File: config.mk
export PLATFORM = sky130hd
export DESIGN_NAME = kpbs_ctrl
export DESIGN_NICKNAME = d
export VERILOG_FILES = /design/src/hw/rtl/kpbs_pkg.sv /design/src/hw/rtl/kpbs_ctrl.sv
export SDC_FILE = /design/constraint.sdc
export NUM_CORES = 1
export LEC_CHECK = 0
export BUFFER_PORTS_ARGS = -buffer_cell sky130_fd_sc_hd__buf_2
export CAP_MARGIN = 5
export CORE_AREA = 2 2 39 41
export DETAILED_ROUTE_END_ITERATION = 7
export DIE_AREA = 0 0 41 43
export HOLD_SLACK_MARGIN = 0.12
export PLACE_DENSITY = 0.55
export SLEW_MARGIN = 10
export SYNTH_ARGS = -nofsm -noshare
export SYNTH_HDL_FRONTEND = slang
export SYNTH_SLANG_ARGS = --single-unit
export TNS_END_PERCENT = 1
File: constraint.sdc
create_clock -name clk_i -period 1.31 [get_ports clk_i]
set_input_delay 0.262 -clock clk_i [delete_from_list [all_inputs] [get_ports clk_i]]
set_output_delay 0.262 -clock clk_i [all_outputs]
set_load 0.02 [all_outputs]
File: src/hw/rtl/kpbs_pkg.sv
// ----------------------------------------------------------------------------
// kpbs_pkg
// shared types and constants of the k-mer prefix bucket search unit
// ----------------------------------------------------------------------------
package kpbs_pkg;

  localparam int KEY_W        = 64;
  localparam int VALUE_W      = 56;
  localparam int ADDR_W       = 20;
  localparam int BUCKET_VAL_W = 21;
  localparam int MODE_W       = 2;
  localparam int STATUS_W     = 2;
  localparam int CFG_INDEX_W  = 2;
  localparam int CFG_DATA_W   = 6;
  localparam int KMER_LEN_W   = 6;
  localparam int PREFIX_W     = 5;
  localparam int TAIL_LEN_W   = 3;

  localparam logic [CFG_INDEX_W-1:0] CFG_KMER_LENGTH     = 2'd0;
  localparam logic [CFG_INDEX_W-1:0] CFG_PREFIX_BITS     = 2'd1;
  localparam logic [CFG_INDEX_W-1:0] CFG_TAIL_BYTE_COUNT = 2'd2;

  localparam logic [KMER_LEN_W-1:0] KMER_LENGTH_RST     = 6'd32;
  localparam logic [KMER_LEN_W-1:0] KMER_LENGTH_MAX     = 6'd32;
  localparam logic [PREFIX_W-1:0]   PREFIX_BITS_RST     = 5'd16;
  localparam logic [TAIL_LEN_W-1:0] TAIL_BYTE_COUNT_RST = 3'd6;

  typedef enum logic [MODE_W-1:0] {
    MODE_WR_BUCKET = 2'd0,
    MODE_WR_TAIL   = 2'd1,
    MODE_FIND      = 2'd2,
    MODE_UNUSED    = 2'd3
  } mode_e;

  typedef enum logic [STATUS_W-1:0] {
    STAT_WRITE_DONE = 2'd0,
    STAT_FOUND      = 2'd1,
    STAT_NOT_FOUND  = 2'd2,
    STAT_BAD_ADDR   = 2'd3
  } status_e;

  typedef enum logic [2:0] {
    S_IDLE,
    S_EXEC,
    S_RD_HI,
    S_BOUNDS,
    S_SEARCH,
    S_RESP
  } state_e;

  typedef struct packed {
    logic capture;
    logic exec;
    logic rd_hi;
    logic bounds;
    logic search;
    logic load_out;
  } cmd_t;

  typedef struct packed {
    logic find_req;
    logic range_ok;
    logic hit;
    logic more;
  } sts_t;

endpackage

File: src/hw/rtl/kpbs_ctrl.sv
// ----------------------------------------------------------------------------
// kpbs_ctrl
// sequencer of the search unit: item intake, table writes, bucket bound
// reads, binary search probes and the output word handshake
// ----------------------------------------------------------------------------
module kpbs_ctrl (
  input  logic            clk_i,
  input  logic            rst_ni,
  input  logic            in_valid_i,
  output logic            in_ready_o,
  output logic            out_valid_o,
  input  logic            out_ready_i,
  input  kpbs_pkg::sts_t  sts_i,
  output kpbs_pkg::cmd_t  cmd_o
);

  kpbs_pkg::state_e state_q, state_d;
  logic             out_valid_q, out_valid_d;
  logic             out_free;

  assign out_free = !out_valid_q || out_ready_i;

  always_comb begin
    state_d = state_q;
    case (state_q)
      kpbs_pkg::S_IDLE: begin
        if (in_valid_i) state_d = kpbs_pkg::S_EXEC;
      end
      kpbs_pkg::S_EXEC: begin
        state_d = sts_i.find_req ? kpbs_pkg::S_RD_HI : kpbs_pkg::S_RESP;
      end
      kpbs_pkg::S_RD_HI: begin
        state_d = kpbs_pkg::S_BOUNDS;
      end
      kpbs_pkg::S_BOUNDS: begin
        state_d = sts_i.range_ok ? kpbs_pkg::S_SEARCH : kpbs_pkg::S_RESP;
      end
      kpbs_pkg::S_SEARCH: begin
        if (sts_i.hit || !sts_i.more) state_d = kpbs_pkg::S_RESP;
      end
      kpbs_pkg::S_RESP: begin
        if (out_free) state_d = kpbs_pkg::S_IDLE;
      end
      default: begin
        state_d = kpbs_pkg::S_IDLE;
      end
    endcase
  end

  always_comb begin
    cmd_o       = '0;
    in_ready_o  = 1'b0;
    case (state_q)
      kpbs_pkg::S_IDLE: begin
        in_ready_o    = 1'b1;
        cmd_o.capture = in_valid_i;
      end
      kpbs_pkg::S_EXEC:   cmd_o.exec   = 1'b1;
      kpbs_pkg::S_RD_HI:  cmd_o.rd_hi  = 1'b1;
      kpbs_pkg::S_BOUNDS: cmd_o.bounds = 1'b1;
      kpbs_pkg::S_SEARCH: cmd_o.search = 1'b1;
      kpbs_pkg::S_RESP:   cmd_o.load_out = out_free;
      default: begin
        cmd_o = '0;
      end
    endcase
  end

  always_comb begin
    out_valid_d = out_valid_q;
    if (cmd_o.load_out) begin
      out_valid_d = 1'b1;
    end else if (out_ready_i) begin
      out_valid_d = 1'b0;
    end
  end

  assign out_valid_o = out_valid_q;

  always_ff @(posedge clk_i or negedge rst_ni) begin
    if (!rst_ni) begin
      state_q     <= kpbs_pkg::S_IDLE;
      out_valid_q <= 1'b0;
    end else begin
      state_q     <= state_d;
      out_valid_q <= out_valid_d;
    end
  end

`ifndef NO_ASSERTIONS
  a_no_overwrite: assert property (@(posedge clk_i) disable iff (!rst_ni)
    cmd_o.load_out |-> (!out_valid_q || out_ready_i))
    else $error("result word overwritten while still pending");

  a_accept_exec: assert property (@(posedge clk_i) disable iff (!rst_ni)
    (in_valid_i && in_ready_o) |=> (state_q == kpbs_pkg::S_EXEC))
    else $error("accepted word not executed");

  a_one_step: assert property (@(posedge clk_i) disable iff (!rst_ni)
    $onehot0({cmd_o.capture, cmd_o.exec, cmd_o.rd_hi, cmd_o.bounds, cmd_o.search,
              cmd_o.load_out}))
    else $error("more than one datapath step commanded");
`endif

endmodule

==> impl_results.md <==
- Largest net degree at the start of global routing: 10
- Met1 WL: 320 um
- Initial antenna violation count: 0
- Crit path max fanout: 4
- Area growth syn-to-layout: 65.8%
- Slew HR: 87.6%
- Switching share of power: 40.8%
- Worst hold stages: 3
- Post-synthesis sequential area ratio: 34.6%
- Crit Path Category: flip-flop to primary output
- Fin nets: 66
- Post-synthesis cell type count: 22
- Post-layout min period: 1.45 ns
- Met2 wire length: 309 um
- Core Box Area: 1380 um2
- Post-DP HPWL: 492 um
- H-tree depth: 1
- WL/cell: 9.26 um
- Status: finished with violations
- Total track usage: 8.79%
- Logic pwr share: 62.0%
- Clock-pin slew on the worst setup and hold paths: 0.03 ns
- Final setup viols: 6
- Synth Instances: 34
- Skew final: 0.000422 ns
- Worst EP arrival: 1.19 ns
- RSZ-0062 raised after global routing: true
- Diode count: 0
- Die ar.: 1760 um2
- Iter 0 DRT Violations: 3
- CTS tree: done
- Sequential Power Share: 25.6%
- Tcrit/Tclk final: 111%
- Clock network fraction of total power: 12.5%
- Slew of the pin with the lowest slew margin: 0.187 ns
- Final ANT Viol Nets: 0
- CP Capture Type: primary output
- Clock latency on the worst-skew pair: 0.23 ns
- Final hold viol count: 0
- Total gr overflow: 0
- Final wirelength: 667 um
- Vias in the first global route: 252
- Die W: 41 um
- Final Slew Violations: 0
- Clock sink total: 4
- # DRC: 0
- Root Buffer: clkbuf_4
- P_int: 0.682 mW
- # fillers: 151
- CP required: 1.05 ns
- Vias/cell: 4.19
- Share of post-route cells with drive strength above 1: 58.9%
- Via count: 302
- Die height: 43 um
- Final worst slack: -0.141 ns
- MaxCap Viol Count: 0
- Pre-antenna DRT Iters: 3
- Clk buf depth: 2
- Synth warn: 0
- Hold slack final: 0.315 ns
- Starting Density: 20.9%
- Power per Cell Area: 2410 nW/um2
- Worst Hold Class: input pin to flip-flop
- Final GP Congestion: 0.770
- Seq cells post-synth: 4
- Switching power: 0.471 mW
- I/O pins: 16
- Mapped Area: 289 um2
- Max VDD drop: 0.626 mV
- Row cnt: 14
- Met3 wire length: 38 um
- Fmax: 689 MHz
- First-pass GRT wire length: 1.01 mm
- Port bufs: 15
- Worst reg-to-reg path cell count: 6
- Top sig layer: met3
- Avg Synthesized Cell Area: 8.50 um2
- Failing checks: setup timing
- Clock buffer count from CTS: 3
- Overall Power: 1.15 mW
- Leakage dissipation: 0.244 nW
- Worst setup SP type: flip-flop
- Synthesized net count: 42
final cells by class:
type / instances / area (um2) / share of cell area, %
multi-input cells: 25 / 173 / 36.0
repair buffers: 23 / 156 / 32.6
flip-flops and latches: 4 / 104 / 21.7
clock buffers: 3 / 22.5 / 4.70
well taps: 16 / 20.0 / 4.18
inverters: 1 / 3.75 / 0.783
power groups by stage:
stage               Combinational (mW)  Sequential, mW  Clock (mW)
floorplan                        0.507           0.217           0
CTS                              0.679           0.293       0.148
global placement                 0.613           0.288           0
global route                     0.790           0.308       0.163
finish                           0.714           0.295       0.144
detailed placement               0.607           0.294           0
cells in the mapped netlist:
cell type  n  share of area [%]
o22ai_1    1                2.2
nor2_1     2                2.6
buf_2      2                3.5
o31a_1     1                3.0
o21ai_0    1                1.7
or3_1      1                2.2
and2b_4    1                3.5
and2_1     1                2.2
a31o_1     1                3.0
nand2_2    1                2.2
a21o_1     1                2.6
inv_1      1                1.3
mux2i_1    1                3.5
nor2b_1    3                6.5
nand2_1    3                3.9
nand2b_1   1                2.2
buf_4      2                5.2
nor3b_1    2                5.2
and3_1     1                2.2
dfrtp_1    4                 35
nor3_2     1                3.5
a21oi_1    2                3.5
cell usage in the layout, fill, tap and decap left out, types with 2 or more instances in the layout:
cell / count
nor2b_1: 3
buf_2: 9
a21oi_1: 2
buf_4: 12
dfrtp_2: 3
nand2_1: 3
nor2_1: 2
clkbuf_4: 3
through the flow:
step	TNS, ns	instance area [um2]	utilization (%)	cells	setup WS, ns
after floorplan	-0.0572	297	-	34	-0.0254
after global placement	0	397	28.7	65	0.0290
after detailed placement	-0.00583	397	28.7	65	-0.00583
after CTS	-0.717	457	33.0	71	-0.169
after global routing	-1.03	479	34.6	72	-0.199
final	-0.525	479	34.6	72	-0.141
per-layer routing:
layer  track usage (%)  vias up
met5                 0        -
met4              6.00        0
met3              3.14        0
met2              10.6        8
met1              12.5      134
li1                  -      160
worst max-delay path, cell delays in order, from the launching register on:
cell and delay (ns):
dfrtp_2 0.43, and2b_4 0.26, and3_1 0.16, buf_6 0.12
kinds of logic after synthesis:
kind of cell | share of synthesized area (%)
AOI/OAI and AO/OA | 16.0
buffers and inverters | 9.95
muxes | 3.46
and+or+nand+nor | 35.9
DFF | 34.6
path summary, 6_finish.rpt:
path,end,slack [ns],from
max in group asynchronous,state_q[2],0.81,rst_ni
setup / recovery,cmd_o[0],-0.14,state_q[1]
hold reg to reg,out_valid_o,0.56,out_valid_o
min in group asynchronous,state_q[1],0.38,rst_ni
hold / removal,state_q[1],0.32,sts_i[3]
setup reg to reg,state_q[1],0.09,state_q[1]
repair_timing:
| action | 4_1_cts | 5_1_grt |
|---|---|---|
| gates cloned | 0 | 0 |
| setup buffers | 2 | 1 |
| hold buffers | 1 | 0 |
| setup endpoints to repair | 7 | 7 |
| resized for setup | 6 | 5 |
| pin swaps | 0 | 1 |
| hold endpoints to repair | 4 | 0 |
state kept, by name (all words and copies together), names as in the netlist:
signal / cells
out_valid_o: 1
state_q: 3
(Power assumes the default switching activity.)
